**config.mk**
```make
export PLATFORM = sky130hd
export DESIGN_NAME = command_ring_rect_update_producer
export DESIGN_NICKNAME = d
export VERILOG_FILES = /design/src/rtl/crup_pkg.sv /design/src/rtl/command_ring_rect_update_producer.sv /design/src/rtl/crup_ctrl.sv /design/src/rtl/crup_datapath.sv
export SDC_FILE = /design/constraint.sdc
export NUM_CORES = 1
export LEC_CHECK = 0
export BUFFER_PORTS_ARGS = -buffer_cell sky130_fd_sc_hd__buf_2
export CORE_MARGIN = 1.5
export CORE_UTILIZATION = 45
export CTS_CLUSTER_DIAMETER = 60
export CTS_CLUSTER_SIZE = 16
export DETAILED_ROUTE_END_ITERATION = 10
export GPL_TIMING_DRIVEN = 0
export PLACE_DENSITY = 0.63
export SLEW_MARGIN = 10
export SYNTH_ARGS = -nofsm -noshare
export SYNTH_HDL_FRONTEND = slang
export SYNTH_SLANG_ARGS = --single-unit
export TNS_END_PERCENT = 20
```
**constraint.sdc**
```tcl
create_clock -name clk -period 11.1 [get_ports clk]
set_input_delay 0.555 -clock clk [delete_from_list [all_inputs] [get_ports clk]]
set_output_delay 0.555 -clock clk [all_outputs]
set_load 0.05 [all_outputs]
```
**src/rtl/crup_pkg.sv**
```systemverilog
// shared types, register indexes, status codes and constants for the
// command ring rectangle update producer; no dependencies
package crup_pkg;

    localparam int unsigned RING_BYTES_DEF    = 262144;
    localparam logic [31:0] UPDATE_OPCODE_DEF = 32'd1;

    localparam int unsigned PTR_W       = 19;
    localparam int unsigned OFF_W       = 18;
    localparam int unsigned CFG_INDEX_W = 3;
    localparam int unsigned CFG_DATA_W  = 32;
    localparam int unsigned WORD_SEL_W  = 3;

    localparam logic [PTR_W-1:0] RING_MIN_RESET = 19'd16;
    localparam logic [PTR_W-1:0] RING_MAX_RESET = 19'd262144;

    localparam int unsigned WORD_BYTES = 4;
    localparam int unsigned CMD_BYTES  = 5 * WORD_BYTES;

    localparam logic [CFG_INDEX_W-1:0] REG_DEVICE_READY  = 3'd0;
    localparam logic [CFG_INDEX_W-1:0] REG_RING_MIN      = 3'd1;
    localparam logic [CFG_INDEX_W-1:0] REG_RING_MAX      = 3'd2;
    localparam logic [CFG_INDEX_W-1:0] REG_SCREEN_WIDTH  = 3'd3;
    localparam logic [CFG_INDEX_W-1:0] REG_SCREEN_HEIGHT = 3'd4;

    localparam logic [WORD_SEL_W-1:0] WORD_OPCODE = 3'd0;
    localparam logic [WORD_SEL_W-1:0] WORD_X      = 3'd1;
    localparam logic [WORD_SEL_W-1:0] WORD_Y      = 3'd2;
    localparam logic [WORD_SEL_W-1:0] WORD_WIDTH  = 3'd3;
    localparam logic [WORD_SEL_W-1:0] WORD_HEIGHT = 3'd4;

    localparam logic [2:0] ST_OK        = 3'd0;
    localparam logic [2:0] ST_EMPTY     = 3'd1;
    localparam logic [2:0] ST_NOT_READY = 3'd2;
    localparam logic [2:0] ST_BOUNDS    = 3'd3;
    localparam logic [2:0] ST_BAD_PTR   = 3'd4;
    localparam logic [2:0] ST_NO_SPACE  = 3'd5;

    typedef struct packed {
        logic        kind;
        logic [15:0] rect_x;
        logic [15:0] rect_y;
        logic [15:0] rect_width;
        logic [15:0] rect_height;
        logic [17:0] consumer_stop;
    } req_t;

    typedef struct packed {
        logic        word_valid;
        logic [17:0] word_offset;
        logic [31:0] word_data;
        logic [17:0] next_pointer;
        logic [2:0]  status;
        logic        last;
    } rsp_t;

    typedef struct packed {
        logic                  load;
        logic                  first;
        logic                  step;
        logic [WORD_SEL_W-1:0] word_sel;
    } ctl_t;

    typedef struct packed {
        logic       is_stop;
        logic [2:0] status;
    } stat_t;

endpackage

```
**src/rtl/command_ring_rect_update_producer.sv**
```systemverilog
// update request: the idle state takes start, the check state forms the
// opcode word, then the emit state forms the four further ring words;
// the five ring words come out on consecutive cycles
// rejected request or stop report: one result, registered from the check state
// busy drops as the final result shows, so a new start is taken that cycle
// results cannot be stalled; cfg_ready is always high
// async reset: device not ready, ring 16..262144, both pointers at 16
module command_ring_rect_update_producer #(
    parameter int unsigned RING_BYTES    = crup_pkg::RING_BYTES_DEF,
    parameter logic [31:0] UPDATE_OPCODE = crup_pkg::UPDATE_OPCODE_DEF
) (
    input  logic                             clk,
    input  logic                             rst_n,
    input  logic                             start,
    output logic                             busy,
    input  crup_pkg::req_t                   req,
    output logic                             strobe,
    output crup_pkg::rsp_t                   rsp,
    input  logic                             cfg_valid,
    output logic                             cfg_ready,
    input  logic [crup_pkg::CFG_INDEX_W-1:0] cfg_index,
    input  logic [crup_pkg::CFG_DATA_W-1:0]  cfg_data
);
    import crup_pkg::*;

    ctl_t  ctl;
    stat_t stat;

    assign cfg_ready = 1'b1;

    crup_ctrl u_ctrl (
        .clk   (clk),
        .rst_n (rst_n),
        .start (start),
        .busy  (busy),
        .stat  (stat),
        .ctl   (ctl)
    );

    crup_datapath #(
        .RING_BYTES    (RING_BYTES),
        .UPDATE_OPCODE (UPDATE_OPCODE)
    ) u_datapath (
        .clk       (clk),
        .rst_n     (rst_n),
        .req       (req),
        .cfg_write (cfg_valid && cfg_ready),
        .cfg_index (cfg_index),
        .cfg_data  (cfg_data),
        .ctl       (ctl),
        .stat      (stat),
        .strobe    (strobe),
        .rsp       (rsp)
    );

endmodule

```
**src/rtl/crup_ctrl.sv**
```systemverilog
// controller state machine: accept, check, then step through the ring words
// depends on crup_pkg
module crup_ctrl (
    input  logic           clk,
    input  logic           rst_n,
    input  logic           start,
    output logic           busy,
    input  crup_pkg::stat_t stat,
    output crup_pkg::ctl_t  ctl
);
    import crup_pkg::*;

    typedef enum logic [1:0] {
        IDLE,
        CHECK,
        EMIT
    } state_t;

    state_t                state_reg;
    state_t                state_next;
    logic [WORD_SEL_W-1:0] sel_reg;
    logic [WORD_SEL_W-1:0] sel_next;

    assign busy = (state_reg != IDLE);

    always_comb
    begin
        state_next   = state_reg;
        sel_next     = sel_reg;
        ctl.load     = 1'b0;
        ctl.first    = 1'b0;
        ctl.step     = 1'b0;
        ctl.word_sel = WORD_OPCODE;
        unique case (state_reg)
            IDLE:
            begin
                if (start)
                begin
                    ctl.load   = 1'b1;
                    state_next = CHECK;
                end
            end
            CHECK:
            begin
                ctl.first = 1'b1;
                if (stat.is_stop || (stat.status != ST_OK))
                begin
                    state_next = IDLE;
                end
                else
                begin
                    state_next = EMIT;
                    sel_next   = WORD_X;
                end
            end
            EMIT:
            begin
                ctl.step     = 1'b1;
                ctl.word_sel = sel_reg;
                sel_next     = sel_reg + WORD_SEL_W'(1);
                if (sel_reg == WORD_HEIGHT)
                begin
                    state_next = IDLE;
                end
            end
            default:
            begin
                state_next = IDLE;
            end
        endcase
    end

    always_ff @(posedge clk or negedge rst_n)
    begin
        if (!rst_n)
        begin
            state_reg <= IDLE;
            sel_reg   <= WORD_OPCODE;
        end
        else
        begin
            state_reg <= state_next;
            sel_reg   <= sel_next;
        end
    end

endmodule

```
**src/rtl/crup_datapath.sv**
```systemverilog
// datapath: configuration registers, ring pointers, request checks and
// ring word generation; depends on crup_pkg
module crup_datapath #(
    parameter int unsigned RING_BYTES    = crup_pkg::RING_BYTES_DEF,
    parameter logic [31:0] UPDATE_OPCODE = crup_pkg::UPDATE_OPCODE_DEF
) (
    input  logic                                 clk,
    input  logic                                 rst_n,
    input  crup_pkg::req_t                       req,
    input  logic                                 cfg_write,
    input  logic [crup_pkg::CFG_INDEX_W-1:0]     cfg_index,
    input  logic [crup_pkg::CFG_DATA_W-1:0]      cfg_data,
    input  crup_pkg::ctl_t                       ctl,
    output crup_pkg::stat_t                      stat,
    output logic                                 strobe,
    output crup_pkg::rsp_t                       rsp
);
    import crup_pkg::*;

    logic             device_ready_reg;
    logic [PTR_W-1:0] ring_min_reg;
    logic [PTR_W-1:0] ring_max_reg;
    logic [15:0]      screen_width_reg;
    logic [15:0]      screen_height_reg;
    logic [PTR_W-1:0] next_ptr_reg;
    logic [PTR_W-1:0] stop_ptr_reg;
    logic [PTR_W-1:0] off_reg;
    req_t             item_reg;
    rsp_t             rsp_reg;
    rsp_t             rsp_next;
    logic             strobe_reg;

    logic               out_of_bounds;
    logic               bad_ptr;
    logic signed [21:0] free_bytes;
    logic [2:0]         chk_status;
    logic [PTR_W-1:0]   cur_off;
    logic [PTR_W:0]     off_inc;
    logic [PTR_W-1:0]   off_wrap;
    logic [31:0]        word;
    logic               emit;
    logic               reply;
    logic               is_last;

    assign strobe = strobe_reg;
    assign rsp    = rsp_reg;

    // request checks
    always_comb
    begin
        out_of_bounds = (item_reg.rect_x > screen_width_reg)
            || (item_reg.rect_y > screen_height_reg)
            || (({1'b0, item_reg.rect_width} + {1'b0, item_reg.rect_x})
                > {1'b0, screen_width_reg})
            || (({1'b0, item_reg.rect_height} + {1'b0, item_reg.rect_y})
                > {1'b0, screen_height_reg});

        bad_ptr = (ring_min_reg >= ring_max_reg)
            || (32'(ring_max_reg) > 32'(RING_BYTES))
            || (next_ptr_reg < ring_min_reg) || (next_ptr_reg >= ring_max_reg)
            || (stop_ptr_reg < ring_min_reg) || (stop_ptr_reg >= ring_max_reg);

        if (next_ptr_reg >= stop_ptr_reg)
        begin
            free_bytes = 22'(signed'({3'b000, ring_max_reg}))
                - 22'(signed'({3'b000, next_ptr_reg}))
                + 22'(signed'({3'b000, stop_ptr_reg}))
                - 22'(signed'({3'b000, ring_min_reg}))
                - 22'(WORD_BYTES);
        end
        else
        begin
            free_bytes = 22'(signed'({3'b000, stop_ptr_reg}))
                - 22'(signed'({3'b000, next_ptr_reg}))
                - 22'(WORD_BYTES);
        end

        priority if (!device_ready_reg)
            chk_status = ST_NOT_READY;
        else if ((item_reg.rect_width == 16'd0) || (item_reg.rect_height == 16'd0))
            chk_status = ST_EMPTY;
        else if (out_of_bounds)
            chk_status = ST_BOUNDS;
        else if (bad_ptr)
            chk_status = ST_BAD_PTR;
        else if (free_bytes < signed'(22'(CMD_BYTES)))
            chk_status = ST_NO_SPACE;
        else
            chk_status = ST_OK;

        stat.is_stop = item_reg.kind;
        stat.status  = chk_status;
    end

    // ring word generation with wrap from ring_max to ring_min
    always_comb
    begin
        cur_off  = ctl.first ? next_ptr_reg : off_reg;
        off_inc  = {1'b0, cur_off} + (PTR_W + 1)'(WORD_BYTES);
        off_wrap = (off_inc >= {1'b0, ring_max_reg}) ? ring_min_reg : off_inc[PTR_W-1:0];
        is_last  = (ctl.word_sel == WORD_HEIGHT);
        reply    = ctl.first && (item_reg.kind || (chk_status != ST_OK));
        emit     = (ctl.first && !reply) || ctl.step;

        unique case (ctl.word_sel)
            WORD_OPCODE: word = UPDATE_OPCODE;
            WORD_X:      word = {16'd0, item_reg.rect_x};
            WORD_Y:      word = {16'd0, item_reg.rect_y};
            WORD_WIDTH:  word = {16'd0, item_reg.rect_width};
            WORD_HEIGHT: word = {16'd0, item_reg.rect_height};
            default:     word = 32'd0;
        endcase

        if (reply)
        begin
            rsp_next.word_valid   = 1'b0;
            rsp_next.word_offset  = '0;
            rsp_next.word_data    = '0;
            rsp_next.next_pointer = next_ptr_reg[OFF_W-1:0];
            rsp_next.status       = item_reg.kind ? ST_OK : chk_status;
            rsp_next.last         = 1'b1;
        end
        else
        begin
            rsp_next.word_valid   = 1'b1;
            rsp_next.word_offset  = {cur_off[OFF_W-1:2], 2'b00};
            rsp_next.word_data    = word;
            rsp_next.next_pointer = is_last ? off_wrap[OFF_W-1:0] : next_ptr_reg[OFF_W-1:0];
            rsp_next.status       = ST_OK;
            rsp_next.last         = is_last;
        end
    end

    always_ff @(posedge clk)
    begin
        if (ctl.load)
        begin
            item_reg <= req;
        end
        if (emit)
        begin
            off_reg <= off_wrap;
        end
        if (ctl.first || ctl.step)
        begin
            rsp_reg <= rsp_next;
        end
    end

    always_ff @(posedge clk or negedge rst_n)
    begin
        if (!rst_n)
        begin
            device_ready_reg  <= 1'b0;
            ring_min_reg      <= RING_MIN_RESET;
            ring_max_reg      <= RING_MAX_RESET;
            screen_width_reg  <= 16'd0;
            screen_height_reg <= 16'd0;
            next_ptr_reg      <= RING_MIN_RESET;
            stop_ptr_reg      <= RING_MIN_RESET;
            strobe_reg        <= 1'b0;
        end
        else
        begin
            strobe_reg <= ctl.first || ctl.step;
            if (ctl.first && item_reg.kind)
            begin
                stop_ptr_reg <= {1'b0, item_reg.consumer_stop};
            end
            if (emit && is_last)
            begin
                next_ptr_reg <= off_wrap;
            end
            if (cfg_write)
            begin
                unique case (cfg_index)
                    REG_DEVICE_READY:  device_ready_reg  <= cfg_data[0];
                    REG_RING_MIN:
                    begin
                        ring_min_reg <= cfg_data[PTR_W-1:0];
                        next_ptr_reg <= cfg_data[PTR_W-1:0];
                        stop_ptr_reg <= cfg_data[PTR_W-1:0];
                    end
                    REG_RING_MAX:      ring_max_reg      <= cfg_data[PTR_W-1:0];
                    REG_SCREEN_WIDTH:  screen_width_reg  <= cfg_data[15:0];
                    REG_SCREEN_HEIGHT: screen_height_reg <= cfg_data[15:0];
                    default:
                    begin
                    end
                endcase
            end
        end
    end

endmodule

```
==> results_dict.tcl <==
set metrics [dict create \
    status "complete, no violations" \
    nets 2681 \
    drt-initial-drc-count 1566 \
    ys.flop_type "edfxtp_1" \
    drive_gt1_share_pct 13.3 \
    dr_total_vias 16876 \
    antenna_left 0 \
    cts_root_buf "clkbuf_16" \
    fill_cells 4049 \
    worstSetupPathDepth 32 \
    hold_slack_ns 0.138 \
    max-clock-path-buffers 3 \
    ys_types 82 \
    cp_num_buf_inv 5 \
    clk_pin_slew_worst_paths_ns 0.08 \
    synthArstFlopShare_pct 42.3 \
    fin_tns_setup_ns 0 \
    synth_edf_count 157 \
    slew_viol_final 0 \
    crit_path_start_kind "flop" \
    die_x_um 215 \
    multiInputGateArea_um2 11600 \
    portBuffers 165 \
    syn_area_um2 20200 \
    coreArea_um2 44200 \
    ir_worst_vdd_uv 349 \
    areaGrowthSynthToFinish_pct 13.2 \
    crit_required_ns 11.43 \
    drc 0 \
    cellPowerDensity_nw_per_um2 334 \
    cts_setup_buffers 0 \
    cts_sinks 272 \
    crit_arrival_ns 8.88 \
    routed_wl_mm 62.0 \
    dp_cells 2826 \
    cp_top_family "compound AO/OA/AOI/OAI gates" \
    cts_resized 0 \
    cts-hold-fix-buffers 1 \
    cts_tree "yes" \
    cts_inserted_buffers 27 \
    ys_ff_latch 272 \
    routedWlPerCell_um 21.5 \
    relSlewSlack_pct 24.1 \
    hold_violations 0 \
    row_count 77 \
    hold_path_class "in -> reg" \
    worstSkewPairLatency_ns 0.59 \
    setup-violations-final 0 \
    cp-end-kind "flop" \
    ys_seq_area_share_pct 37.6 \
    rsz0062_at_grt "no" \
    largest_reg_flops 82 \
    die_area_um2 46200 \
    drt-pass1-iter-count 8 \
    ys_warn_count 0 \
    hold_path_depth 1 \
    antenna_found_initial 3 \
    finalClockSkew_ns 0.0393 \
    crit_path_top_delay_cell "or4_4" \
    overflow 0 \
    rr_worst_depth 32 \
    grt_max_degree 77 \
    globalplace.congestion 0.938 \
    worstSetupPathType "reg -> reg" \
    diodes 0 \
    period_minus_slack_ns 8.55 \
    grt_pass1_wl_mm 93.8 \
    register_area_um2 7600 \
    critical_path_peak_fanout 10 \
    via_per_inst 5.87 \
    track_usage_pct 26.4 \
    avgSynthCellArea_um2 9.86 \
    ioPinCount 198 \
    syn_inst 2048 \
    initial_core_util_pct 45.7 \
    chipHeight_um 215 \
    ctsHtreeMaxLevel 1 \
    dp_hpwl_mm 50.4 \
    power.leakage_nw 10.2 \
    worst_slew_pin_slew_ns 1.13 \
    grt_pass1_vias 16322 \
    fmax_mhz 117 \
    post-route-period-util_pct 77.0 \
    slowest_delay_ns 0.54 \
    max_cap_viol_count 0 \
    final_cell_count_no_fill 2877 \
]
==> metal layers <==
layer,routed length [µm],up-vias,GRT usage (%)
li1,-,8007,-
met1,25500,8138,33.0
met2,29800,576,44.5
met3,3640,151,4.44
met4,3080,4,12.3
met5,28,-,0.521
==> worst register-to-register path, delay by kind of cell, from the launching register on <==
kind,cells,cell delay (ns)
AOI/OAI and AO/OA,14,3.14
xor gates and xnor gates,1,0.18
adders and majority gates,5,1.76
buffers and inverters,5,0.59
DFF,1,0.50
muxes,1,0.37
and+or+nand+nor,6,1.75
==> synthesized netlist by cell type, drive strengths merged (30+ instances only) <==
library cell / count / area (µm²)
buf: 32 / 221
o21ai: 158 / 802
inv: 193 / 724
nor2: 86 / 323
nor2b: 37 / 231
xnor2: 49 / 429
mux2: 30 / 338
ha: 273 / 3420
edfxtp: 157 / 4710
nand4: 35 / 219
mux2i: 44 / 440
a21oi: 138 / 691
a21o: 39 / 293
nand2: 163 / 612
nand3: 39 / 195
dfrtp: 111 / 2780
clkbuf: 38 / 144
==> power by group <==
group,total [mW],switching (mW),internal (mW)
Clock,0.971,0.439,0.532
Sequential,1.64,0.261,1.38
Combinational,5.02,3.07,1.95
==> metrics by stage <==
step | power [mW] | setup WS, ns | util [%] | instance area, µm²
after floorplan | 5.35 | 4.01 | - | 20300
final | 7.63 | 2.55 | 51.7 | 22900
after global placement | 6.46 | 2.04 | 49.4 | 21800
after CTS | 7.59 | 2.61 | 51.7 | 22900
after global routing | 8.29 | 1.95 | 51.7 | 22900
after detailed placement | 6.58 | 2.72 | 49.6 | 21900
==> cell type report <==
type,count,area share [%]
Timing Repair Buffer,170,4.08
Tap cell,592,3.24
Inverter,194,3.18
Multi-Input combinational cell,1529,50.6
Clock inverter,16,0.837
Buffer,70,1.60
Sequential cell,272,33.2
Clock buffer,34,3.21
==> cells in the final DEF, fill, tap and decap left out, types with 10 or more instances in the layout <==
cell type and instances:
clkbuf_16 28, nand4_1 35, clkbuf_1 42, a31o_2 13
nand2b_1 19, ha_1 272, a222oi_1 16, o21bai_1 16
a21o_1 39, a31oi_1 13, xor2_1 24, o21a_1 26
o211ai_1 10, nor2b_1 37, a21oi_1 138, nor4_1 22
nand3_1 39, xnor2_1 49, buf_2 170, or3_1 13
o21ai_0 155, nor2_1 86, nor3_1 29, buf_4 20
edfxtp_1 157, and3_1 12, conb_1 19, o221ai_1 14
mux2i_1 44, inv_1 193, mux2_2 30, nand2_1 163
fa_1 22, dfrtp_1 111, a211oi_1 24
==> logic make-up after synthesis <==
| kind of cell | synth area share (%) |
|---|---|
| xor+xnor | 3.28 |
| flops | 37.6 |
| simple gates | 12.1 |
| compound gates | 18.6 |
| other cells | 0.0372 |
| mux | 3.85 |
| buf+inv | 5.41 |
| fa+ha+maj | 19.1 |
==> final timing paths <==
| kind | end | slack, ns | startpoint |
|---|---|---|---|
| worst max-delay path | u_datapath.rsp[14]$_DFFE_PP_ | 2.55 | u_datapath.ring_max_reg[0]$_DFFE_PN0P_ |
| worst min-delay path | u_datapath.item_reg[30]$_DFFE_PP_ | 0.14 | req[30] |
| worst max register to register | u_datapath.rsp[14]$_DFFE_PP_ | 2.55 | u_datapath.ring_max_reg[0]$_DFFE_PN0P_ |
| worst min register to register | u_datapath.screen_width_reg[1]$_DFFE_PN0P_ | 0.51 | u_datapath.screen_width_reg[1]$_DFFE_PN0P_ |
| max in group asynchronous | u_datapath.ring_min_reg[4]$_DFFE_PN1P_ | 9.84 | rst_n |
| min in group asynchronous | u_datapath.stop_ptr_reg[0]$_DFF_PN0_ | 0.48 | rst_n |
No activity file was read; power rests on OpenSTA's default activity.
